[src/bbdh_pkg.sv]
// shared types and constants for the button bank debounce and hold unit
// no dependencies
package bbdh_pkg;

    // configuration register indexes
    localparam logic [1:0] CFG_WATCH_A_BUTTON = 2'd0;
    localparam logic [1:0] CFG_WATCH_A_TICKS  = 2'd1;
    localparam logic [1:0] CFG_WATCH_B_BUTTON = 2'd2;
    localparam logic [1:0] CFG_WATCH_B_TICKS  = 2'd3;

    localparam int CFG_IDX_W  = 2;
    localparam int CFG_DATA_W = 9;
    localparam int BTN_W      = 5;
    localparam int TICK_W     = 9;

    // register defaults after reset
    localparam logic [BTN_W-1:0]  WATCH_A_BUTTON_RST = 5'd0;
    localparam logic [TICK_W-1:0] WATCH_A_TICKS_RST  = 9'd50;
    localparam logic [BTN_W-1:0]  WATCH_B_BUTTON_RST = 5'd1;
    localparam logic [TICK_W-1:0] WATCH_B_TICKS_RST  = 9'd300;

    // event kinds
    localparam logic KIND_CHANGE = 1'b0;
    localparam logic KIND_HOLD   = 1'b1;

    // one event without its last-of-scan mark
    typedef struct packed {
        logic [BTN_W-1:0] button_index;
        logic             level;
        logic             event_kind;
    } event_t;

endpackage

[src/bbdh_event_out.sv]
// event holding stage and output register; marks the last beat of a scan
// depends on bbdh_pkg
module bbdh_event_out
(
    input  logic            clk,
    input  logic            rst_n,
    input  logic            evt_push,
    input  bbdh_pkg::event_t evt,
    input  logic            flush,
    output logic            evq_ready,
    output logic            out_valid,
    input  logic            out_stall,
    output logic [4:0]      button_index,
    output logic            level,
    output logic            event_kind,
    output logic            last_event
);

    logic             pend_vld_reg;
    bbdh_pkg::event_t pend_reg;
    logic             out_vld_reg;
    bbdh_pkg::event_t out_evt_reg;
    logic             out_last_reg;
    logic             out_free;
    logic             move;

    // pending event leaves once the next one arrives or the scan ends
    assign out_free  = !out_vld_reg || !out_stall;
    assign move      = pend_vld_reg && out_free && (evt_push || flush);
    assign evq_ready = !pend_vld_reg || out_free;

    // pending control
    always_ff @(posedge clk or negedge rst_n)
    begin
        if (!rst_n)
        begin
            pend_vld_reg <= 1'b0;
            out_vld_reg  <= 1'b0;
        end
        else
        begin
            if (evt_push)
            begin
                pend_vld_reg <= 1'b1;
            end
            else if (move)
            begin
                pend_vld_reg <= 1'b0;
            end
            if (move)
            begin
                out_vld_reg <= 1'b1;
            end
            else if (!out_stall)
            begin
                out_vld_reg <= 1'b0;
            end
        end
    end

    // payload
    always_ff @(posedge clk)
    begin
        if (evt_push)
        begin
            pend_reg <= evt;
        end
        if (move)
        begin
            out_evt_reg  <= pend_reg;
            out_last_reg <= flush;
        end
    end

    assign out_valid    = out_vld_reg;
    assign button_index = out_evt_reg.button_index;
    assign level        = out_evt_reg.level;
    assign event_kind   = out_evt_reg.event_kind;
    assign last_event   = out_last_reg;

endmodule

[src/button_bank_debounce_hold_unit.sv]
// A scan runs from accept until the unit is idle again, and a stalled output can hold it. Each
// beat waits in a holding stage until the next event of the scan or the scan end pushes it
// out; the last beat is pushed out at the scan end, after the hold checks. A new scan is
// accepted only in idle, and a scan reads the history memory once per button. Reset clears
// levels, history valid bits and hold counts, sets the watch enables and restores register
// defaults; no clearing pass, the block is ready at once.
// top level of the debouncer; history memory, sequencer and hold watches
// depends on bbdh_pkg and bbdh_event_out
module button_bank_debounce_hold_unit
#(
    parameter int BUTTON_COUNT   = 32,
    parameter int STABLE_SAMPLES = 4
)
(
    input  logic        clk,
    input  logic        rst_n,
    input  logic        in_valid,
    output logic        in_stall,
    input  logic [31:0] raw_pins,
    input  logic        report_events,
    input  logic        cfg_valid,
    output logic        cfg_ready,
    input  logic [bbdh_pkg::CFG_IDX_W-1:0]  cfg_index,
    input  logic [bbdh_pkg::CFG_DATA_W-1:0] cfg_data,
    output logic        out_valid,
    input  logic        out_stall,
    output logic [4:0]  button_index,
    output logic        level,
    output logic        event_kind,
    output logic        last_event
);

    localparam int AW    = (BUTTON_COUNT > 1) ? $clog2(BUTTON_COUNT) : 1;
    localparam int CNT_W = $clog2(BUTTON_COUNT + 1);
    localparam int HW    = STABLE_SAMPLES;

    typedef enum logic [4:0] {
        ST_IDLE   = 5'b00001,
        ST_SCAN   = 5'b00010,
        ST_HOLD_A = 5'b00100,
        ST_HOLD_B = 5'b01000,
        ST_FLUSH  = 5'b10000
    } state_t;

    state_t state_reg, state_next;

    logic [bbdh_pkg::BTN_W-1:0]  watch_a_button_reg;
    logic [bbdh_pkg::TICK_W-1:0] watch_a_ticks_reg;
    logic [bbdh_pkg::BTN_W-1:0]  watch_b_button_reg;
    logic [bbdh_pkg::TICK_W-1:0] watch_b_ticks_reg;

    logic [31:0]             pins_reg;
    logic                    report_reg;
    logic [BUTTON_COUNT-1:0] levels_reg;
    logic [BUTTON_COUNT-1:0] hist_vld_reg;
    logic [1:0]              watch_en_reg;
    logic [bbdh_pkg::TICK_W-1:0] cnt_a_reg;
    logic [bbdh_pkg::TICK_W-1:0] cnt_b_reg;

    logic [CNT_W-1:0] rd_cnt_reg;
    logic             p_vld_reg;
    logic [AW-1:0]    p_idx_reg;
    logic [HW-1:0]    rdata_reg;
    logic             rd_hvld_reg;

    logic [HW-1:0] hist_mem [BUTTON_COUNT];

    logic          in_accept;
    logic          evq_ready;
    logic          evt_push;
    bbdh_pkg::event_t evt;
    logic          flush;

    logic [AW-1:0] raddr;
    logic [AW-1:0] waddr;
    logic          mem_re;
    logic          mem_we;
    logic [HW-1:0] hist_old;
    logic [HW-1:0] hist_new;
    logic          stable_hi;
    logic          stable_lo;
    logic          changed;
    logic          proc_evt;
    logic          proc_ok;
    logic          advance;
    logic          rd_more;

    logic [31:0]   lvl32;
    logic          lvl_a;
    logic          lvl_b;
    logic          en_a;
    logic          en_b;
    logic          held_a;
    logic          held_b;
    logic          fire_a;
    logic          fire_b;

    assign in_accept = in_valid && !in_stall;
    assign in_stall  = (state_reg != ST_IDLE);
    assign cfg_ready = 1'b1;

    // configuration registers
    always_ff @(posedge clk or negedge rst_n)
    begin
        if (!rst_n)
        begin
            watch_a_button_reg <= bbdh_pkg::WATCH_A_BUTTON_RST;
            watch_a_ticks_reg  <= bbdh_pkg::WATCH_A_TICKS_RST;
            watch_b_button_reg <= bbdh_pkg::WATCH_B_BUTTON_RST;
            watch_b_ticks_reg  <= bbdh_pkg::WATCH_B_TICKS_RST;
        end
        else if (cfg_valid && cfg_ready)
        begin
            case (cfg_index)
                bbdh_pkg::CFG_WATCH_A_BUTTON: watch_a_button_reg <= cfg_data[4:0];
                bbdh_pkg::CFG_WATCH_A_TICKS:  watch_a_ticks_reg  <= cfg_data;
                bbdh_pkg::CFG_WATCH_B_BUTTON: watch_b_button_reg <= cfg_data[4:0];
                bbdh_pkg::CFG_WATCH_B_TICKS:  watch_b_ticks_reg  <= cfg_data;
                default: ;
            endcase
        end
    end

    // debounce pipeline: read one entry while the previous one is updated
    assign rd_more   = (rd_cnt_reg < CNT_W'(BUTTON_COUNT));
    assign raddr     = rd_cnt_reg[AW-1:0];
    assign waddr     = p_idx_reg;
    assign hist_old  = rd_hvld_reg ? rdata_reg : '0;
    assign hist_new  = {hist_old[HW-2:0], ~pins_reg[p_idx_reg]};
    assign stable_hi = &hist_new;
    assign stable_lo = ~|hist_new;
    assign changed   = (stable_hi && !levels_reg[p_idx_reg])
                    || (stable_lo && levels_reg[p_idx_reg]);
    assign proc_evt  = p_vld_reg && changed && report_reg;
    assign proc_ok   = !proc_evt || evq_ready;
    assign advance   = !p_vld_reg || proc_ok;
    assign mem_re    = (state_reg == ST_SCAN) && advance && rd_more;
    assign mem_we    = p_vld_reg && proc_ok;

    // history memory, registered read
    always_ff @(posedge clk)
    begin
        if (mem_we)
        begin
            hist_mem[waddr] <= hist_new;
        end
        if (mem_re)
        begin
            rdata_reg <= hist_mem[raddr];
        end
    end

    // watch logic on the levels left by the debounce pass
    assign lvl32  = 32'(levels_reg);
    assign lvl_a  = lvl32[watch_a_button_reg];
    assign lvl_b  = lvl32[watch_b_button_reg];
    assign en_a   = watch_en_reg[0] || !lvl_a;
    assign en_b   = watch_en_reg[1] || !lvl_b;
    assign held_a = lvl_a && en_a;
    assign held_b = lvl_b && en_b;
    assign fire_a = held_a && (cnt_a_reg >= watch_a_ticks_reg);
    assign fire_b = held_b && (cnt_b_reg >= watch_b_ticks_reg);

    // event source select
    always_comb
    begin
        evt_push = 1'b0;
        evt      = '0;
        flush    = 1'b0;
        case (state_reg)
            ST_SCAN:
            begin
                evt_push         = proc_evt && evq_ready;
                evt.button_index = 5'(p_idx_reg);
                evt.level        = stable_hi;
                evt.event_kind   = bbdh_pkg::KIND_CHANGE;
            end
            ST_HOLD_A:
            begin
                evt_push         = fire_a && evq_ready;
                evt.button_index = watch_a_button_reg;
                evt.level        = 1'b1;
                evt.event_kind   = bbdh_pkg::KIND_HOLD;
            end
            ST_HOLD_B:
            begin
                evt_push         = fire_b && evq_ready;
                evt.button_index = watch_b_button_reg;
                evt.level        = 1'b1;
                evt.event_kind   = bbdh_pkg::KIND_HOLD;
            end
            ST_FLUSH:
            begin
                flush = 1'b1;
            end
            default: ;
        endcase
    end

    // sequencer
    always_comb
    begin
        state_next = state_reg;
        case (state_reg)
            ST_IDLE:
            begin
                if (in_accept)
                begin
                    state_next = ST_SCAN;
                end
            end
            ST_SCAN:
            begin
                if (!rd_more && !p_vld_reg)
                begin
                    state_next = ST_HOLD_A;
                end
            end
            ST_HOLD_A:
            begin
                if (!fire_a || evq_ready)
                begin
                    state_next = ST_HOLD_B;
                end
            end
            ST_HOLD_B:
            begin
                if (!fire_b || evq_ready)
                begin
                    state_next = ST_FLUSH;
                end
            end
            ST_FLUSH:
            begin
                if (evq_ready)
                begin
                    state_next = ST_IDLE;
                end
            end
            default: state_next = ST_IDLE;
        endcase
    end

    // control state
    always_ff @(posedge clk or negedge rst_n)
    begin
        if (!rst_n)
        begin
            state_reg    <= ST_IDLE;
            rd_cnt_reg   <= '0;
            p_vld_reg    <= 1'b0;
            levels_reg   <= '0;
            hist_vld_reg <= '0;
            watch_en_reg <= 2'b11;
            cnt_a_reg    <= '0;
            cnt_b_reg    <= '0;
        end
        else
        begin
            state_reg <= state_next;
            if (in_accept)
            begin
                rd_cnt_reg <= '0;
            end
            else if (mem_re)
            begin
                rd_cnt_reg <= rd_cnt_reg + 1'b1;
            end
            if (advance)
            begin
                p_vld_reg <= mem_re;
            end
            // history and level write-back
            if (mem_we)
            begin
                hist_vld_reg[waddr] <= 1'b1;
                if (stable_hi)
                begin
                    levels_reg[waddr] <= 1'b1;
                end
                else if (stable_lo)
                begin
                    levels_reg[waddr] <= 1'b0;
                end
            end
            // watch a
            if ((state_reg == ST_HOLD_A) && (!fire_a || evq_ready))
            begin
                if (fire_a)
                begin
                    watch_en_reg[0] <= 1'b0;
                    cnt_a_reg       <= '0;
                end
                else
                begin
                    watch_en_reg[0] <= en_a;
                    cnt_a_reg       <= held_a ? cnt_a_reg + 1'b1 : '0;
                end
            end
            // watch b
            if ((state_reg == ST_HOLD_B) && (!fire_b || evq_ready))
            begin
                if (fire_b)
                begin
                    watch_en_reg[1] <= 1'b0;
                    cnt_b_reg       <= '0;
                end
                else
                begin
                    watch_en_reg[1] <= en_b;
                    cnt_b_reg       <= held_b ? cnt_b_reg + 1'b1 : '0;
                end
            end
        end
    end

    // scan payload and read-side bookkeeping
    always_ff @(posedge clk)
    begin
        if (in_accept)
        begin
            pins_reg   <= raw_pins;
            report_reg <= report_events;
        end
        if (mem_re)
        begin
            p_idx_reg   <= raddr;
            rd_hvld_reg <= hist_vld_reg[raddr];
        end
    end

    bbdh_event_out u_event_out
    (
        .clk          (clk),
        .rst_n        (rst_n),
        .evt_push     (evt_push),
        .evt          (evt),
        .flush        (flush),
        .evq_ready    (evq_ready),
        .out_valid    (out_valid),
        .out_stall    (out_stall),
        .button_index (button_index),
        .level        (level),
        .event_kind   (event_kind),
        .last_event   (last_event)
    );

`ifndef SYNTHESIS
    a_state_onehot: assert property (@(posedge clk) disable iff (!rst_n)
        $onehot(state_reg))
        else $error("sequencer state not one-hot");

    a_proc_in_scan: assert property (@(posedge clk) disable iff (!rst_n)
        p_vld_reg |-> (state_reg == ST_SCAN))
        else $error("debounce stage busy outside a scan");

    a_accept_starts_scan: assert property (@(posedge clk) disable iff (!rst_n)
        in_accept |=> ((state_reg == ST_SCAN) && (rd_cnt_reg == '0) && !p_vld_reg))
        else $error("accepted scan did not start at the first button");

    a_no_same_entry: assert property (@(posedge clk) disable iff (!rst_n)
        (mem_we && mem_re) |-> (raddr != waddr))
        else $error("history read and write hit the same entry");

    a_push_when_ready: assert property (@(posedge clk) disable iff (!rst_n)
        evt_push |-> evq_ready)
        else $error("event pushed while output side full");
`endif

endmodule
[config.mk]
export PLATFORM = sky130hd
export DESIGN_NAME = button_bank_debounce_hold_unit
export DESIGN_NICKNAME = d
export VERILOG_FILES = /design/src/bbdh_pkg.sv /design/src/bbdh_event_out.sv /design/src/button_bank_debounce_hold_unit.sv
export SDC_FILE = /design/constraint.sdc
export NUM_CORES = 1
export LEC_CHECK = 0
export ABC_CLOCK_PERIOD_IN_PS = 3420
export BUFFER_PORTS_ARGS = -buffer_cell sky130_fd_sc_hd__buf_2
export CAP_MARGIN = 20
export CORE_ASPECT_RATIO = 1.25
export CORE_MARGIN = 2
export CORE_UTILIZATION = 45
export DETAILED_ROUTE_END_ITERATION = 8
export PLACE_DENSITY = 0.59
export SLEW_MARGIN = 20
export SYNTH_ARGS = -nofsm -noshare
export SYNTH_HDL_FRONTEND = slang
export SYNTH_SLANG_ARGS = --single-unit
[constraint.sdc]
create_clock -name clk -period 3.42 [get_ports clk]
set_input_delay 0.513 -clock clk [delete_from_list [all_inputs] [get_ports clk]]
set_output_delay 0.513 -clock clk [all_outputs]
set_load 0.05 [all_outputs]
==> results of run 1 <==
-- worst register-to-register path, delay by kind of cell, from the launching register on --
| family | cells | cell delay (ns) |
|---|---|---|
| flops | 1 | 0.86 |
| compound gates | 5 | 1.47 |
| mux | 1 | 0.22 |
| buf+inv | 1 | 0.19 |
| simple gates | 1 | 0.12 |
-- path summary, 6_finish.rpt --
check / to / slack [ns] / cells past startpoint
max: u_event_out.button_index[1] / 0.25 / 8
min: pins_reg[3] / 0.12 / 1
max reg2reg: u_event_out.button_index[1] / 0.25 / 8
min reg2reg: u_event_out.level / 0.42 / 0
max in group asynchronous: hist_vld_reg[6] / 2.00 / 3
min in group asynchronous: watch_a_ticks_reg[2] / 0.51 / 2
-- cells by family (layout without fill, tap and decap cells) --
kind of cell	after synthesis	count (layout)	share of synthesized area (%)
other cells	1	1	0.0289
compound gates	204	204	10.2
mux	135	135	15.7
fa+ha+maj	21	21	2.02
simple gates	202	202	8.49
buf+inv	109	209	3.76
flops	279	279	59.8
-- repair_timing --
item,CTS,global route
setup endpoints to repair,0,113
buffers inserted,0,3
resized for setup,0,3
hold buffers,1,0
endpoints found under the hold margin,33,0
-- synth_stat cells (all sizes together) (5+ instances only) --
| cell type | number | area share (%) |
|---|---|---|
| edfxtp | 153 | 35 |
| dfrtp | 115 | 22 |
| o21ai | 84 | 3.2 |
| inv | 58 | 1.7 |
| mux4 | 50 | 8.7 |
| mux2 | 45 | 3.9 |
| nand2 | 44 | 1.3 |
| nor2 | 41 | 1.2 |
| mux2i | 40 | 3.1 |
| nand3 | 35 | 1.7 |
| clkbuf | 27 | 0.79 |
| o21bai | 27 | 1.6 |
| buf | 24 | 1.3 |
| ha | 21 | 2.0 |
| o22ai | 20 | 1.1 |
| nor3 | 18 | 0.69 |
| a21oi | 15 | 0.58 |
| dfstp | 11 | 2.2 |
| nand3b | 9 | 0.52 |
| nand4 | 9 | 0.43 |
| o31ai | 9 | 0.52 |
| nor3b | 8 | 0.50 |
| a221oi | 7 | 0.47 |
| a22oi | 7 | 0.40 |
| a222oi | 5 | 0.39 |
| and3 | 5 | 0.24 |
| nor2b | 5 | 0.24 |
| nor4 | 5 | 0.29 |
| o211ai | 5 | 0.29 |
-- power by group --
group | switching (mW) | internal (mW)
clock network | 1.39 | 2.19
registers | 0.450 | 4.17
logic | 1.39 | 1.13
total | 3.24 | 7.49
-- routing by layer --
layer | routed length [um] | GRT usage [%] | share of wire, % | vias up
met5 | 0 | 0 | 0 | -
met4 | 1520 | 9.24 | 4.9 | 0
met3 | 1140 | 2.53 | 3.6 | 76
met2 | 16200 | 37.4 | 52 | 213
met1 | 12300 | 26.2 | 39 | 4124
li1 | - | - | - | 3793
-- layout make-up --
class	count	area, um^2	area share, %
flip-flops and latches	279	7760	52.1
inverters	58	218	1.46
repair buffers	97	626	4.20
clock inverters	21	327	2.19
well taps	355	444	2.98
multi-input cells	563	4740	31.8
clock buffers	33	781	5.24
==> reports/summary.txt, run 1 <==
Final WL - 31200 um
CTS tree - yes
Die ar. - 0.0302 mm^2
DRC violations left - 0
Layout area overhead - 14.8%
Family with the most delay on the worst path - compound AO/OA/AOI/OAI gates
Crit path from - watch_b_button_reg[0]
Crit-path slowest cell - dfstp_2
WP data required - 3.68 ns
Post-synth EDFFs - 153
CP Data Arrival Time - 3.43 ns
Hpwl dp - 21600 um
Ys Warns - 0
Placer congestion estimate - 0.870
CP bufs+invs - 1
Worst reg2reg path startpoint - watch_b_button_reg[0]
Fin cells - 1406
Root Buffer - clkbuf_16
Core footprint - 0.0284 mm^2
Row count - 69
Slew headroom - 32.6%
Slowest stage delay, CP - 0.86 ns
Place WS - 0.0406 ns
Tmin final - 3.17 ns
Commonest non-fill, non-tap cell in the layout - edfxtp_1
Fraction of layout cells with a size suffix above 1 - 26.4%
Status - finished, final reports clean
HP Start - raw_pins[3]
Commonest cells after routing, fill and taps aside - 153 x edfxtp_1, 114 x dfrtp_1, 83 x o21ai_0
Fmax - 316 MHz
First-pass GRT wire length - 49400 um
Finished Core Util - 52.4%
Iter 0 DRT Violations - 624
Sequential fraction of the synthesis area - 59.8%
Vias per Instance - 5.84
Cell Area, Placed - 0.0137 mm^2
Gr usage total - 21.2%
RSZ-0062 raised after global routing - no
Final WS setup - 0.251 ns
Part of the cycle the worst path needs - 92.7%
CP endpoint kind - register
Nets - 1098
Syn nets - 1021
Power Density - 720 mW/mm^2
H-tree lvl count - 1
Top FF cell, synth - edfxtp_1
Maximum VDD drop - 0.460 mV
Vias - 8206
Hold Path Class - input pin to register
Crit Path Category - register to register
Cell area after synthesis - 0.0130 mm^2
Syn Area/Cell - 13.6 um^2
Setup-failing EPs final - 0
Initial DRT Pass Iterations - 5
Port Buffers - 58
Max-Cap Viols - 0
Die W - 156 um
Crit path max fanout - 18
Post-DRT Antenna Nets - 0
Worst-Skew Late Latency - 0.57 ns
Clock buffer depth - 3
Grt ovf - 0
Cts bufs inserted - 29
Worst Max-Slew Pin Slew - 1.01 ns
Max Clock Skew - 0.0268 ns
Wire per inst - 22.2 um
Number of distinct library cells after synthesis - 66
Final non-filler cell area - 0.0149 mm^2
Initial Utilization - 45.7%
Worst-path clk slew - 0.07 ns
Placed Cells incl. Taps - 1348
Initial antenna violation count - 0
Synth async-reset ratio - 45.2%
CP startpoint kind - register
Synth Instances - 951
Pin count of the biggest net entering global routing - 49
Vias in the first global route - 8546
Filler Cell Count - 2439
Fin. Hold Viols - 0
I/O pin total - 60
Yosys reg bits - 279
WHS - 0.118 ns
Leak - 5.85 nW
Final Total Pwr - 10.7 mW
Max-slew violation count - 0
Antenna fix cells - 0
Die H - 194 um
Setup TNS - 0 ns
Crit-path cells - mux2i_1 -> a22oi_1 -> nand4_1 -> a21bo_2 -> a2111o_1 -> a211o_1 -> a31oi_1 -> buf_4
CTS Sinks - 279
(Power assumes the default switching activity.)
==> run 2, diff against run 1 <==
Settings changed: RECOVER_POWER from default to 100.
==> run 2 against run 1 <==
  * The flow now finishes with violations (max-capacitance violations)
  * Sequential share of layout area up 0.36 points
  * Via count fell by 0.26%
  * Largest cell class unchanged
  * Setup slack got worse by 0.054 ns
  * Largest power group unchanged
  * Power shrank 0.52%
  * Register-to-register slack got worse by 0.05 ns
==> reports/summary.txt, run 2 (same netlist as run 1, synthesis figures left out) <==
Filler Cell Count - 2464
Area of the multi-input gates - 0.00471 mm^2
Status - finished, violations left
Pin count of the biggest net entering global routing - 49
Max-slew violation count - 0
Worst Max-Slew Pin Slew - 1.50 ns
Grt ovf - 0
Worst reg2reg path startpoint - watch_b_button_reg[0]
Core footprint - 0.0284 mm^2
Die H - 194 um
Wire per inst - 22.2 um
DRC violations left - 0
Vias - 8185
I/O pin total - 60
Row count - 69
Layout area overhead - 14.0%
Tmin final - 3.22 ns
Gr usage total - 21.2%
Clock buffer depth - 3
Nets - 1098
Place WS - 0.0406 ns
Hold Path Class - input pin to register
Commonest cells after routing, fill and taps aside - 153 x edfxtp_1, 115 x dfrtp_1, 83 x o21ai_0
Antenna fix cells - 0
CP startpoint kind - register
Fmax - 310 MHz
Max Clock Skew - 0.0282 ns
RSZ-0062 raised after global routing - no
Register Area - 0.00776 mm^2
Port Buffers - 58
Vias in the first global route - 8546
Slowest stage delay, CP - 0.86 ns
R2R Setup Slk - 0.20 ns
Die ar. - 0.0302 mm^2
Die W - 156 um
Crit-path slowest cell - dfstp_2
WP data required - 3.67 ns
Fin. Hold Viols - 0
Root Buffer - clkbuf_16
Worst-Skew Late Latency - 0.57 ns
Max-Cap Viols - 1
Hpwl dp - 21600 um
Fraction of layout cells with a size suffix above 1 - 24.0%
Placer congestion estimate - 0.870
Initial DRT Pass Iterations - 5
First-pass GRT wire length - 49400 um
Crit path max fanout - 18
CP endpoint kind - register
Setup TNS - 0 ns
Worst-path clk slew - 0.07 ns
Cts bufs inserted - 29
HP Start - raw_pins[3]
CTS tree - yes
Power Density - 721 mW/mm^2
Initial Utilization - 45.7%
Iter 0 DRT Violations - 608
Commonest non-fill, non-tap cell in the layout - edfxtp_1
Part of the cycle the worst path needs - 94.2%
Final WS setup - 0.197 ns
Leak - 5.77 nW
Crit-path cells - mux2i_1 -> a22oi_1 -> nand4b_1 -> a21bo_1 -> a2111o_1 -> a211o_1 -> a31oi_1 -> buf_2
Post-DRT Antenna Nets - 0
CTS Sinks - 279
CP Data Arrival Time - 3.47 ns
Final WL - 31200 um
H-tree lvl count - 1
Slew headroom - 0.0695%
Vias per Instance - 5.82
Setup-failing EPs final - 0
Maximum VDD drop - 0.459 mV
Crit Path Category - register to register
Crit path from - watch_b_button_reg[0]
Initial antenna violation count - 0
Failing checks - max-capacitance violations
[run 2: changes by cell type in the layout (fill, tap and decap cells not counted), sizes merged]
| cell | change |
|---|---|
| buf | -25 |
| clkbuf | +25 |
[run 2: timing repair]
action	4_1_cts	5_1_grt
setup endpoints to repair	0	113
hold buffers	1	0
gates resized for setup	0	3
buffers inserted	0	3
hold endpoints to repair	33	0
[run 2: final timing paths]
| check | depth (start not counted) | end |
|---|---|---|
| hold reg to reg | 0 | u_event_out.level |
| hold / removal | 1 | pins_reg[3] |
| setup reg to reg | 8 | u_event_out.button_index[1] |
| max in group asynchronous | 3 | cnt_b_reg[4] |
| setup / recovery | 8 | u_event_out.button_index[1] |
| min in group asynchronous | 2 | watch_a_ticks_reg[2] |
[run 2: critical path: cells and delay by family (launching register included)]
family | cells | cell delay [ns]
mux | 1 | 0.19
buf+inv | 1 | 0.23
simple gates | 1 | 0.12
flops | 1 | 0.86
compound gates | 5 | 1.50
[run 2: area by class of cell]
type                    count  area share, %
clock inverters            21           2.21
clock buffers              33           5.28
repair buffers             97           3.68
well taps                 355           3.00
flip-flops and latches    279           52.5
multi-input cells         563           31.9
inverters                  58           1.47
[run 2: report_power, final]
part / switching (mW) / internal (mW)
logic: 1.38 / 1.09
registers: 0.447 / 4.17
clock network: 1.39 / 2.19
[run 2: metal layers]
| layer | up-vias | routed length [um] | part of all wire [%] | global-route usage [%] |
|---|---|---|---|---|
| met5 | - | 0 | 0 | 0 |
| met2 | 190 | 16300 | 52 | 37.4 |
| met1 | 4129 | 12400 | 40 | 26.2 |
| li1 | 3802 | - | - | - |
| met4 | 0 | 1450 | 4.6 | 9.24 |
| met3 | 64 | 1030 | 3.3 | 2.53 |
[run 2: through the flow]
stage	power, mW	hold WS [ns]	utilization [%]	cell area, um^2	instances
after floorplan	6.36	0.217	-	13000	951
after global placement	7.16	0.406	48.4	13700	1348
after detailed placement	7.21	0.407	48.4	13700	1348
after CTS	10.8	0.0926	52.3	14900	1403
after global routing	11.2	0.0990	52.1	14800	1406
final	10.7	0.116	52.1	14800	1406
==> run 3, diff against run 2 <==
Settings changed: CTS_BUF_LIST from default to sky130_fd_sc_hd__clkbuf_8, SYNTH_HIERARCHICAL from default to 1.
==> run 3 against run 2 <==
  * The run ends with max-capacitance violations, max-slew violations left
  * Global-route usage is 0.75 points lower
  * Setup slack worse by 0.045 ns
  * Flip-flop and latch count unchanged
  * Via count shrank 4.1%
  * Die area shrank 1.5%
  * Sequential share of layout area increased by 1.0 points
  * Clock skew is 0.0014 ns lower
  * Critical path depth rose by 2
  * Clock-buffer cell count increased by 17
  * Critical endpoint is now u_event_out/button_index[1]
==> reports/summary.txt, run 3 <==
Status - finished, violations left
Failing checks - max-capacitance violations, max-slew violations
Cell Area, Placed - 0.0137 mm^2
Pin count of the biggest net entering global routing - 65
Initial antenna violation count - 0
Cell Int Power - 6.44 mW
Crit path max fanout - 10
Number of distinct library cells after synthesis - 60
Vias per Instance - 5.69
Logic pwr share - 21.0%
Power Density - 625 mW/mm^2
Maximum VDD drop - 0.308 mV
Syn nets - 951
Finished Core Util - 51.4%
Hold Path Class - input pin to register
CP Data Arrival Time - 3.59 ns
Cell area after synthesis - 0.0128 mm^2
Area of the multi-input gates - 0.00466 mm^2
Gr usage total - 20.5%
Placer congestion estimate - 0.854
First-pass GRT wire length - 46500 um
Main area contributors after synthesis - edfxtp_1 36%, dfrtp_1 23%, mux4_2 11%, mux2_2 4.1%, o21ai_0 2.9%
Top cells by count, synth - 153 x edfxtp_1, 115 x dfrtp_1, 73 x o21ai_0, 65 x mux4_2, 52 x nor2_1
Top FF cell, synth - edfxtp_1
Worst-path clk slew - 0.06 ns
Commonest cells after routing, fill and taps aside - 153 x edfxtp_1, 113 x dfrtp_1, 73 x o21ai_0
Sequential fraction of the synthesis area - 60.7%
Crit Path Category - register to register
Clk network pwr share - 31.5%
Yosys reg bits - 279
Switching Share - 28.9%
Synth Instances - 881
Post-synth EDFFs - 153
Vias - 7847
Max-slew violation count - 68
Worst-Skew Late Latency - 0.58 ns
Cts bufs inserted - 46
Sw Pwr - 2.62 mW
Commonest non-fill, non-tap cell in the layout - edfxtp_1
WP data required - 3.74 ns
Hpwl dp - 19900 um
Clock buffer depth - 3
Fraction of layout cells with a size suffix above 1 - 27.7%
Nets - 1057
Most common cell in the netlist - edfxtp_1
Synth async-reset ratio - 45.2%
Layout area overhead - 13.5%
Largest area contributor in the netlist - edfxtp_1
CP startpoint kind - register
Ys Warns - 6
Place WS - -0.0643 ns
Initial DRT Pass Iterations - 5
CTS tree - yes
Area share of the largest cell type after synthesis - 35.9%
Grt ovf - 0
Placed Cells incl. Taps - 1292
Setup-failing EPs final - 0
Fin. Hold Viols - 0
H-tree lvl count - 2
Final WS setup - 0.152 ns
Part of the cycle the worst path needs - 95.6%
Final non-filler cell area - 0.0145 mm^2
Final WL - 29100 um
Register Area - 0.00776 mm^2
Wire per inst - 21.1 um
I/O pin total - 60
Fmax - 306 MHz
Leak - 5.77 nW
Slew headroom - -37.3%
Sequential power share - 47.5%
Die H - 192 um
Initial Utilization - 45.3%
DRC violations left - 0
Core footprint - 0.0282 mm^2
Filler Cell Count - 2443
Port Buffers - 58
Vias in the first global route - 8314
Iter 0 DRT Violations - 398
Post-DRT Antenna Nets - 0
Max-Cap Viols - 2
Root Buffer - clkbuf_8
Die ar. - 0.0298 mm^2
Row count - 69
Max Clock Skew - 0.0268 ns
Syn Area/Cell - 14.5 um^2
Tmin final - 3.27 ns
Fin cells - 1380
Worst Max-Slew Pin Slew - 2.06 ns
CTS Sinks - 279
CP endpoint kind - register
Die W - 155 um
Antenna fix cells - 0
==> run 3: cell count changes after synthesis, sizes merged, moves of 10 or more <==
cell	before	now
inv	58	35
mux2i	40	17
a21o	4	22
mux4	50	65
nand2	44	31
nand3	35	22
nor3	18	6
or3	3	15
nor2	41	52
o22ai	20	9
o21ai	84	74
==> run 3: power by group through the flow <==
stage          sequential (mW)  clock (mW)  combinational, mW
2_1_floorplan             4.24           0               1.42
5_1_grt                   4.35        3.10               2.09
3_5_place_dp              4.37           0               1.97
4_1_cts                   4.31        2.95               1.97
3_3_place_gp              4.37           0               1.94
6_report                  4.31        2.85               1.90
==> run 3: path summary, 6_finish.rpt <==
check / startpoint / endpoint / slack [ns] / depth (start not counted)
worst min-delay path: raw_pins[3] / pins_reg[3] / 0.11 / 1
max in group asynchronous: rst_n / rd_cnt_reg[0] / 0.66 / 3
worst min register to register: u_event_out/pend_reg[6] / u_event_out/button_index[4] / 0.41 / 0
worst max-delay path: watch_a_button_reg[0] / u_event_out/button_index[1] / 0.15 / 10
min in group asynchronous: rst_n / watch_a_ticks_reg[6] / 1.07 / 2
worst max register to register: watch_a_button_reg[0] / u_event_out/button_index[1] / 0.15 / 10
==> run 3: layout make-up <==
class | count | share of cell area [%]
multi-input combinational | 519 | 32.1
inverter | 35 | 0.906
clock inverter | 36 | 1.46
clock buffer | 50 | 4.74
timing repair buffer | 106 | 4.21
sequential | 279 | 53.5
tap | 355 | 3.06
==> run 3: cell families after synthesis <==
| kind of cell | Yosys count | share of synthesized area, % |
|---|---|---|
| fa+ha+maj | 21 | 2.06 |
| other cells | 1 | 0.0293 |
| compound gates | 186 | 9.53 |
| buf+inv | 83 | 2.85 |
| mux | 128 | 16.8 |
| flops | 279 | 60.7 |
| simple gates | 183 | 7.99 |
==> run 3: critical path, stage by stage, from the launching register on <==
cell	delay, ns
dfrtp_2	0.55
mux4_2	0.56
mux4_2	0.47
mux2_1	0.33
nand2_1	0.10
nor2_1	0.09
nand3_1	0.16
o211ai_1	0.17
o21ai_0	0.36
a21oi_2	0.05
buf_4	0.18
==> run 3: metal layers <==
layer / wire length [um] / vias to the layer above / global-route usage, %
met5: 0 / - / 0
met1: 11600 / 4016 / 24.5
met3: 1040 / 53 / 3.66
met4: 907 / 0 / 8.69
met2: 15500 / 158 / 36.5
li1: - / 3620 / -
==> run 3: timing repair <==
action,4_1_cts,5_1_grt
hold buffers,1,0
hold endpoints to repair,27,0
resized for setup,1,8
setup endpoints to repair,8,135
buffers inserted,0,1
==> run 3: stage by stage <==
| stage | power, mW | setup TNS, ns | hold WS [ns] |
|---|---|---|---|
| after floorplan | 5.65 | 0 | 0.217 |
| after global placement | 6.31 | 0 | 0.411 |
| after detailed placement | 6.33 | -0.513 | 0.410 |
| after CTS | 9.22 | 0 | 0.0648 |
| after global routing | 9.54 | -0.355 | 0.0682 |
| final | 9.06 | 0 | 0.107 |
